===== src/hw/rtl/sfd_pkg.sv =====
// Shared constants and types for the sensor frame deframer.
`default_nettype none
package sfd_pkg;

  localparam int unsigned FrameBytes = 20;
  localparam int unsigned IdxW       = 5;
  localparam int unsigned SumLast    = 19;
  localparam logic [7:0]  SyncByte   = 8'h5A;

  // Pending bytes, entry 0 is the oldest
  typedef logic [FrameBytes-1:0][7:0] win_t;

  // Window update requests from the sequencer
  typedef struct packed {
    logic clear;      // empty the window
    logic push;       // append one byte at the fill position
    logic push_full;  // drop oldest and append at the last entry
    logic shift;      // drop oldest
  } win_ctl_t;

  // Checksum unit requests
  typedef struct packed {
    logic start;
    logic step;
  } sum_ctl_t;

endpackage
`default_nettype wire


===== src/hw/rtl/sensor_frame_deframer_unit.sv =====
// Top level: sequencer for header search, checksum and field decode.
// Takes one serial byte per request and emits one decoded record per good
// 20-byte frame (header 0x5A 0x5A, byte 19 = sum of bytes 0..18 mod 256).
// A byte is accepted in the idle state. The sequencer then drops one stale
// byte per cycle while the window does not start with the header. For a full
// window it runs the checksum through one 8-bit adder, one byte per cycle,
// before it decodes or drops. Short of an output wait, the slowest byte is
// the one that completes a full frame with a bad sum and no header behind it.
// The last byte of a good frame can further wait for the output register.
// The decoded record sits in that output register, so the next byte is taken
// while it waits. In the emit state the sequencer holds off only when a new
// record is ready and the previous one has not yet been taken.
`default_nettype none
module sensor_frame_deframer_unit (
  input  wire logic               clk,
  input  wire logic               rst_n,
  input  wire logic               in_valid,
  output logic                    in_stall,
  input  wire logic [7:0]         in_rx_byte,
  output logic                    out_valid,
  input  wire logic               out_stall,
  output logic signed [15:0]      out_temperature_centi,
  output logic [15:0]             out_humidity_centi,
  output logic [23:0]             out_pressure_centi,
  output logic [3:0]              out_iaq_conf,
  output logic [11:0]             out_iaq_index,
  output logic [31:0]             out_gas_ohms,
  output logic signed [15:0]      out_altitude_m
);

  localparam logic [1:0] StIdle = 2'd0;
  localparam logic [1:0] StScan = 2'd1;
  localparam logic [1:0] StSum  = 2'd2;
  localparam logic [1:0] StEmit = 2'd3;

  logic [1:0]                   state_r;
  logic [1:0]                   state_nxt;
  sfd_pkg::win_ctl_t            win_ctl;
  sfd_pkg::sum_ctl_t            sum_ctl;
  sfd_pkg::win_t                win;
  logic [sfd_pkg::IdxW-1:0]     fill;
  logic [sfd_pkg::IdxW-1:0]     rd_idx;
  logic [7:0]                   rd_byte;
  logic                         sum_last;
  logic                         sum_match;
  logic                         header;
  logic                         in_acc;
  logic                         load;
  logic                         out_valid_r;
  logic                         out_valid_nxt;

  logic signed [15:0]           temp_r;
  logic [15:0]                  hum_r;
  logic [23:0]                  pres_r;
  logic [3:0]                   acc_r;
  logic [11:0]                  iaq_r;
  logic [31:0]                  gas_r;
  logic signed [15:0]           alt_r;

  sfd_window u_window (
    .clk     (clk),
    .rst_n   (rst_n),
    .ctl     (win_ctl),
    .wr_byte (in_rx_byte),
    .rd_idx  (rd_idx),
    .win     (win),
    .fill    (fill),
    .rd_byte (rd_byte)
  );

  sfd_checksum u_checksum (
    .clk        (clk),
    .ctl        (sum_ctl),
    .rd_byte    (rd_byte),
    .check_byte (win[sfd_pkg::SumLast]),
    .rd_idx     (rd_idx),
    .last       (sum_last),
    .match      (sum_match)
  );

  assign in_stall = (state_r != StIdle);
  assign in_acc   = in_valid && !in_stall;
  assign header   = (win[0] == sfd_pkg::SyncByte) && (win[1] == sfd_pkg::SyncByte);
  assign load     = (state_r == StEmit) && (!out_valid_r || !out_stall);

  // Sequencer: take a byte, drop until header, checksum a full frame, emit
  always_comb begin
    state_nxt = state_r;
    win_ctl   = '0;
    sum_ctl   = '0;
    unique case (state_r)
      StIdle: begin
        if (in_acc) begin
          if (fill == sfd_pkg::IdxW'(sfd_pkg::FrameBytes)) begin
            win_ctl.push_full = 1'b1;
          end else begin
            win_ctl.push = 1'b1;
          end
          state_nxt = StScan;
        end
      end
      StScan: begin
        if (fill < sfd_pkg::IdxW'(2)) begin
          state_nxt = StIdle;
        end else if (!header) begin
          win_ctl.shift = 1'b1;
        end else if (fill < sfd_pkg::IdxW'(sfd_pkg::FrameBytes)) begin
          state_nxt = StIdle;
        end else begin
          sum_ctl.start = 1'b1;
          state_nxt     = StSum;
        end
      end
      StSum: begin
        sum_ctl.step = 1'b1;
        if (sum_last) begin
          if (sum_match) begin
            state_nxt = StEmit;
          end else begin
            win_ctl.shift = 1'b1;
            state_nxt     = StScan;
          end
        end
      end
      StEmit: begin
        if (load) begin
          win_ctl.clear = 1'b1;
          state_nxt     = StIdle;
        end
      end
      default: begin
        state_nxt = StIdle;
      end
    endcase
  end

  always_ff @(posedge clk) begin
    if (!rst_n) begin
      state_r <= StIdle;
    end else begin
      state_r <= state_nxt;
    end
  end

  // Hold the result until taken
  always_comb begin
    out_valid_nxt = out_valid_r;
    if (out_valid_r && !out_stall) begin
      out_valid_nxt = 1'b0;
    end
    if (load) begin
      out_valid_nxt = 1'b1;
    end
  end

  always_ff @(posedge clk) begin
    if (!rst_n) begin
      out_valid_r <= 1'b0;
    end else begin
      out_valid_r <= out_valid_nxt;
    end
  end

  // Decode the big-endian fields of the frame
  always_ff @(posedge clk) begin
    if (load) begin
      temp_r <= {win[4], win[5]};
      hum_r  <= {win[6], win[7]};
      pres_r <= {win[8], win[9], win[10]};
      acc_r  <= win[11][7:4];
      iaq_r  <= {win[11][3:0], win[12]};
      gas_r  <= {win[13], win[14], win[15], win[16]};
      alt_r  <= {win[17], win[18]};
    end
  end

  assign out_valid             = out_valid_r;
  assign out_temperature_centi = temp_r;
  assign out_humidity_centi    = hum_r;
  assign out_pressure_centi    = pres_r;
  assign out_iaq_conf          = acc_r;
  assign out_iaq_index         = iaq_r;
  assign out_gas_ohms          = gas_r;
  assign out_altitude_m        = alt_r;

endmodule
`default_nettype wire


===== src/hw/rtl/sfd_window.sv =====
// Pending byte window with fill count and one indexed read port.
`default_nettype none
module sfd_window (
  input  wire logic                       clk,
  input  wire logic                       rst_n,
  input  wire sfd_pkg::win_ctl_t          ctl,
  input  wire logic [7:0]                 wr_byte,
  input  wire logic [sfd_pkg::IdxW-1:0]   rd_idx,
  output sfd_pkg::win_t                   win,
  output logic [sfd_pkg::IdxW-1:0]        fill,
  output logic [7:0]                      rd_byte
);

  sfd_pkg::win_t                   win_r;
  logic [sfd_pkg::IdxW-1:0]        fill_r;
  logic [sfd_pkg::IdxW-1:0]        fill_nxt;

  // Fill count follows the request
  always_comb begin
    fill_nxt = fill_r;
    priority if (ctl.clear) begin
      fill_nxt = '0;
    end else if (ctl.push) begin
      fill_nxt = fill_r + 1'b1;
    end else if (ctl.shift) begin
      fill_nxt = fill_r - 1'b1;
    end
  end

  always_ff @(posedge clk) begin
    if (!rst_n) begin
      fill_r <= '0;
    end else begin
      fill_r <= fill_nxt;
    end
  end

  // Shift out the oldest byte, write the new one, or both into a full window
  always_ff @(posedge clk) begin
    if (ctl.shift || ctl.push_full) begin
      for (int i = 0; i < sfd_pkg::FrameBytes - 1; i++) begin
        win_r[i] <= win_r[i+1];
      end
    end
    if (ctl.push_full) begin
      win_r[sfd_pkg::FrameBytes-1] <= wr_byte;
    end else if (ctl.push) begin
      win_r[fill_r] <= wr_byte;
    end
  end

  assign win     = win_r;
  assign fill    = fill_r;
  assign rd_byte = win_r[rd_idx];

endmodule
`default_nettype wire


===== src/hw/rtl/sfd_checksum.sv =====
// Byte-serial checksum accumulator over the frame body.
`default_nettype none
module sfd_checksum (
  input  wire logic                       clk,
  input  wire sfd_pkg::sum_ctl_t          ctl,
  input  wire logic [7:0]                 rd_byte,
  input  wire logic [7:0]                 check_byte,
  output logic [sfd_pkg::IdxW-1:0]        rd_idx,
  output logic                            last,
  output logic                            match
);

  logic [sfd_pkg::IdxW-1:0] idx_r;
  logic [7:0]               acc_r;
  logic [7:0]               acc_nxt;

  // Add the current byte; the sum wraps modulo 256
  assign acc_nxt = acc_r + rd_byte;

  always_ff @(posedge clk) begin
    if (ctl.start) begin
      idx_r <= '0;
      acc_r <= '0;
    end else if (ctl.step) begin
      idx_r <= idx_r + 1'b1;
      acc_r <= acc_nxt;
    end
  end

  assign rd_idx = idx_r;
  assign last   = (idx_r == sfd_pkg::IdxW'(sfd_pkg::SumLast - 1));
  assign match  = (acc_nxt == check_byte);

endmodule
`default_nettype wire

===== config.mk =====
export PLATFORM = sky130hd
export DESIGN_NAME = sensor_frame_deframer_unit
export DESIGN_NICKNAME = d
export VERILOG_FILES = /design/src/hw/rtl/sfd_pkg.sv /design/src/hw/rtl/sensor_frame_deframer_unit.sv /design/src/hw/rtl/sfd_window.sv /design/src/hw/rtl/sfd_checksum.sv
export SDC_FILE = /design/constraint.sdc
export NUM_CORES = 1
export LEC_CHECK = 0
export BUFFER_PORTS_ARGS = -buffer_cell sky130_fd_sc_hd__buf_2
export CORE_MARGIN = 1
export CORE_UTILIZATION = 40
export DETAILED_ROUTE_END_ITERATION = 8
export PLACE_DENSITY = 0.63
export SYNTH_ARGS = -nofsm -noshare
export SYNTH_HDL_FRONTEND = slang
export SYNTH_HIERARCHICAL = 1
export SYNTH_SLANG_ARGS = --single-unit

===== constraint.sdc =====
create_clock -name clk -period 11.8 [get_ports clk]
set_input_delay 1.18 -clock clk [delete_from_list [all_inputs] [get_ports clk]]
set_output_delay 1.18 -clock clk [all_outputs]
set_load 0.01 [all_outputs]

; ---- Word-level counts from Yosys, hierarchy flattened
; Cells that the tools add are included.
[totals]
input_bits = 12
output_inout_bits = 122
regBits = 301
elab_cells = 108
[classes]
mux = 37
eq_ne = 12
order_cmp = 5
reduce_logical = 17
bitwise_logic = 1
n_addsub = 4
[op_table]
columns = operator, n
row1 = 2-to-1 mux 152 bit, 2
row2 = bitwise mux 160 bit, 1
row3 = 2-to-1 mux 160 bit, 1
row4 = binary-select mux 8 bit (select 5 bit), 1
row5 = demux 8 bit (select 5 bit), 1
row6 = 2-to-1 mux 8 bit, 3
row7 = 2-to-1 mux 2 bit, 9
row8 = == test 8 x 7 -> 1 bit (second input constant), 2
row9 = 2-to-1 mux 1 bit, 15
row10 = < comparator 5 x 6 -> 1 bit (second input constant), 2
row11 = adder 5 x 1 -> 5 bit (second input constant), 2
row12 = == test 5 bit (second input constant), 2
row13 = 2-to-1 mux 5 bit, 2
row14 = adder 8 bit, 1
row15 = == test 8 bit, 1
row16 = case mux 2 bit (4 select lines), 1
row17 = nonzero test 2 bit, 4
row18 = inequality test 2 bit (second input constant), 3
row19 = greater-or-equal comparator 5 x 1 -> 1 bit (second input constant), 1
row20 = logical AND 1 bit, 5
row21 = < comparator 5 x 2 -> 1 bit (second input constant), 1
row22 = < comparator 5 bit (second input constant), 1
row23 = subtractor 5 x 1 -> 5 bit (second input constant), 1
row24 = == test 2 bit (second input constant), 2
row25 = 9 further kinds, 12

; ---- Depth between registers and ports, before layout
[depth]
word_depth = 12
depth_mapped = 21

; ---- Cells and area by module
; Netlist, hierarchy kept.
[modules_own_cells]
columns = mod, area_per_inst_um2, cells_each, seq_area_each_um2, n_inst
row1 = sfd_window, 8394.3, 919, 3383.2, 1
row2 = sensor_frame_deframer_unit, 3962.6, 162, 3663.5, 1
row3 = sfd_checksum, 988.4, 104, 260.2, 1

; ---- Worst setup path after synthesis
; OpenSTA, ideal clock, no wires.
[synth_path]
path_type = input-to-reg
from = in out_stall
to = reg u_window.fill_r (netlist bit u_window/fill[4])
path_slack_ns = 0.988
arrival_ns = 10.684
setup_time_ns = 0.128
stages = 3
required_ns = 11.672
path_cell_list = a21boi_0 -> nand2b_1 -> nor3b_1
[synth_via]
elab_chain_cells = 6
[synth_lines]
columns = item, line
row1 = "start, declared", sensor_frame_deframer_unit.sv:21  ; input wire logic out_stall,
row2 = zero test 1 bit, sensor_frame_deframer_unit.sv:84  ; assign load = (state_r == StEmit) && (!out_valid_r || !out_stall);
row3 = logical OR 1 bit, sensor_frame_deframer_unit.sv:84
row4 = logical AND 1 bit, sensor_frame_deframer_unit.sv:84
row5 = 2-to-1 mux 1 bit, sensor_frame_deframer_unit.sv:126  ; if (load) begin
row6 = 2-to-1 mux 1 bit, sensor_frame_deframer_unit.sv:91  ; unique case (state_r)
row7 = OR reduction 2 bit (no line), -
row8 = "end signal, assigned", sfd_window.sv:34  ; fill_r <= fill_nxt;
row9 = "end, declared", sfd_window.sv:15  ; logic [sfd_pkg::IdxW-1:0] fill_r;
; No other way between the ends.
; A chain may end at the register's enable or synchronous reset.

==> results.sh <==
export IMPL_antenna_found_initial=0
export IMPL_grt_overflow=0
export IMPL_die_y_um=185
export IMPL_grt_max_degree=69
export IMPL_drive_above_1_share_pct=17.6
export IMPL_rows=66
export IMPL_insertion_delay_ps=550
export IMPL_ys_async_sr_fraction_pct=0
export IMPL_grt_use_total_pct=19.3
export IMPL_avgSynthCellArea_sq_um=11.3
export IMPL_grt_first_pass_wirelength_um=50400
export IMPL_wire_per_inst_um=18.9
export IMPL_worst_setup_path_start_kind="flop"
export IMPL_drt_iter0_drc=735
export IMPL_nNetsFinal=1317
export IMPL_drv_cap=0
export IMPL_grt_pass1_vias=8417
export IMPL_io_buffers=133
export IMPL_fin_util_pct=46.9
export IMPL_cts_tree="built"
export IMPL_ys_flop_type="dfxtp_1"
export IMPL_drv_slew=0
export IMPL_critPathMaxFanout=53
export IMPL_crit_buf_inv=3
export IMPL_syn_inst=1185
export IMPL_p_int_w=0.00234
export IMPL_swShare_pct=32.3
export IMPL_synth_compound_gate_area_share_pct=9.37
export IMPL_ioPinCount=134
export IMPL_num_fill_cells=2984
export IMPL_synthXorXnorAreaFrac_pct=1.57
export IMPL_synth_seq_area_share_pct=54.8
export IMPL_antenna_left=0
export IMPL_dr_pass1_iters=5
export IMPL_min_path_type="flop to flop"
export IMPL_wl_um=33100
export IMPL_slowest_stage="buf_4"
export IMPL_p_sw_w=0.00111
export IMPL_rsz0062_at_grt="no"
export IMPL_vias_per_cell=5.18
export IMPL_cts_buffer_depth=3
export IMPL_path_cells="buf_4, mux2i_1, a22oi_1, nand3_1, nand3_1, ha_1, fa_1, a21o_1, a21oi_1, xnor3_1, or3_1, nor4_2, nand3b_1, a21boi_1, nor2_4, buf_4, buf_4, mux2i_1, o21ai_0"
export IMPL_die_w_um=185
export IMPL_post_place_ws_ps=5280
export IMPL_power_frac_comb_pct=23.2
export IMPL_setup_tns_ps=0
export IMPL_post_route_min_period_ps=6560
export IMPL_fin_crit_sh_pct=55.6
export IMPL_yosysWarnings=6
export IMPL_synth_mux_area_fraction_pct=18.1
export IMPL_yosys_area_share_adder_pct=1.89
export IMPL_layout_setup_ws_ps=5240
export IMPL_gp_congestion=0.934
export IMPL_path_clk_slew_ps=60
export IMPL_ctsRootBufferMaster="clkbuf_16"
export IMPL_synthDistinctLibCells=60
export IMPL_setup_viol=0
export IMPL_synthesis_area_sq_um=13300
export IMPL_numCtsBuffers=31
export IMPL_core_sq_um=32700
export IMPL_required_ps=12210
export IMPL_post_cts_buffers=0
export IMPL_crit_type="flop to flop"
export IMPL_die_area_sq_um=34100
export IMPL_vias=9074
export IMPL_synth_edf_count=128
export IMPL_cp_end_kind="flop"
export IMPL_path_common_cell="buf_4"
export IMPL_hpwl_um=22700
export IMPL_slew_limit_headroom_pct=26.4
export IMPL_crit_arrival_ps=6970
export IMPL_pwr_density_cell_nw_per_um2=225
export IMPL_htree_levels=1
export IMPL_cts_sinks=301
export IMPL_finalHoldViolCount=0
export IMPL_cts_hold_buffers=0
export IMPL_fin_worst_skew_ps=12.0
export IMPL_synth_top_family_by_area="multiplexers"
export IMPL_fmax_mhz=153
export IMPL_drc_errors=0
export IMPL_start_util_pct=40.8
export IMPL_status="completed"
export IMPL_cts_resized=0
export IMPL_ir_worst_vdd_uv=97.2
export IMPL_critical_path_top_delay_family="buffers and inverters"
export IMPL_clkPwrFrac_pct=29.3
export IMPL_worst_slew_pin_transition_ps=1100
export IMPL_area_delta_synth_final_pct=14.9
export IMPL_slowest_delay_ps=830
export IMPL_synth_simple_area_share_pct=11.3
export IMPL_syn_nets=1216
export IMPL_antenna_cells=0
export IMPL_ys_ff_latch=301
export IMPL_p_seq_share_pct=47.5
export IMPL_p_leak_nw=6.48
-- per-layer routing --
layer  share of wire, %  routed length, um  vias up  GRT usage (%)
li1                   -                  -     4476              -
met1                 47              15600     4311           27.2
met4                2.1                686        0           5.62
met5                  0                  0        -              0
met2                 46              15200      239           30.7
met3                5.1               1690       48           2.61
-- cells in the mapped netlist (4+ instances only) --
master,n,share of area [%]
buf_1,7,0.20
nor2_4,10,0.84
nand4_1,5,0.23
dfxtp_1,173,26
nor3_1,5,0.19
a22oi_1,25,1.4
o21ai_0,98,3.7
edfxtp_1,128,29
nand3b_1,4,0.23
clkbuf_1,26,0.73
nand3_1,30,1.1
nor2b_1,16,0.75
mux2i_1,223,17
buf_4,4,0.23
xnor2_1,8,0.53
nand2b_1,4,0.19
o21ai_1,11,0.41
nor4bb_1,5,0.38
buf_2,32,1.2
ha_1,17,1.6
a21oi_1,67,2.5
mux4_2,8,1.4
nand2_1,136,3.8
xor2_1,8,0.53
buf_6,5,0.42
nor2_1,73,2.1
inv_1,9,0.25
-- power by group through the flow --
stage,Clock [W],Sequential [W],Combinational (W)
after floorplan,0,0.00151,0.000678
after global placement,0,0.00166,0.000776
after detailed placement,0,0.00166,0.000797
after CTS,0.00103,0.00164,0.000799
after global routing,0.00108,0.00167,0.000886
final,0.00101,0.00164,0.000801
-- logic make-up after synthesis --
kind of cell / Yosys count
adders and majority gates: 19
DFF: 301
AOI/OAI and AO/OA: 219
buffers and inverters: 85
xor gates and xnor gates: 19
and+or+nand+nor: 311
muxes: 231
-- per-stage QoR --
stage | std cells | cell area [sq um] | hold WS (ps) | total power, W
2_1_floorplan | 1185 | 13300 | 446 | 0.00218
5_1_grt | 1752 | 15300 | 514 | 0.00363
3_3_place_gp | 1695 | 14300 | 466 | 0.00243
4_1_cts | 1752 | 15300 | 483 | 0.00347
3_5_place_dp | 1695 | 14300 | 472 | 0.00245
6_report | 1752 | 15300 | 479 | 0.00346
-- area by class of cell --
class	count	area [sq um]	area share, %
flip-flops and latches	301	7310	47.7
clock inverters	24	280	1.83
inverters	11	41.3	0.269
clock buffers	33	783	5.11
repair buffers	142	733	4.78
multi-input cells	799	5640	36.8
well taps	442	553	3.61
-- worst reg2reg max path, stage by stage, from the launching register on --
cell	delay (ps)
dfxtp_4	740
buf_4	700
mux2i_1	290
a22oi_1	130
nand3_1	130
nand3_1	90
ha_1	230
fa_1	410
a21o_1	220
a21oi_1	250
xnor3_1	240
or3_1	370
nor4_2	280
nand3b_1	150
a21boi_1	160
nor2_4	120
buf_4	640
buf_4	850
mux2i_1	290
o21ai_0	120
-- worst paths after layout --
check                               startpoint  cells after the start                               end  slack (ps)
max          u_checksum/rd_idx[1]$_SDFFE_PP0P_                     19         u_window/win[111]$_DFF_P_        5240
min           u_checksum/acc_r[5]$_SDFFE_PP0P_                      2  u_checksum/acc_r[5]$_SDFFE_PP0P_         480
max reg2reg  u_checksum/rd_idx[1]$_SDFFE_PP0P_                     19         u_window/win[111]$_DFF_P_        5240
min reg2reg   u_checksum/acc_r[5]$_SDFFE_PP0P_                      2  u_checksum/acc_r[5]$_SDFFE_PP0P_         480
-- flip-flops by register name (all words and copies together), names as in the netlist --
register / cells
u_checksum/acc_r: 8
out_iaq_conf: 4
u_window/fill: 5
out_pressure_centi: 24
u_window/win: 160
out_humidity_centi: 16
out_valid: 1
out_gas_ohms: 32
out_altitude_m: 16
out_temperature_centi: 16
u_checksum/rd_idx: 5
out_iaq_index: 12
state_r: 2
-- cell usage in the layout, fill, tap and decap left out, types with 3 or more instances in the layout --
cell / netlist / layout
a21oi_1: 67 / 67
a22oi_1: 25 / 25
buf_2: 32 / 133
buf_4: 4 / 9
bufinv_16: 0 / 6
clkbuf_16: 0 / 31
clkinv_1: 0 / 5
clkinv_2: 0 / 7
dfxtp_1: 173 / 172
edfxtp_1: 128 / 128
ha_1: 17 / 17
inv_1: 9 / 9
mux2i_1: 223 / 223
mux4_2: 8 / 8
nand2_1: 136 / 136
nand2b_1: 4 / 4
nand3_1: 30 / 30
nand3b_1: 4 / 4
nand4_1: 5 / 5
nor2_1: 73 / 73
nor2_2: 3 / 3
nor2_4: 10 / 10
nor2b_1: 16 / 16
nor3_1: 5 / 5
nor3b_1: 3 / 3
nor4bb_1: 5 / 5
o21ai_0: 98 / 98
o21ai_1: 11 / 11
or3_1: 3 / 3
or3_4: 3 / 3
xnor2_1: 8 / 8
xor2_1: 8 / 8
(Power assumes the default switching activity.)
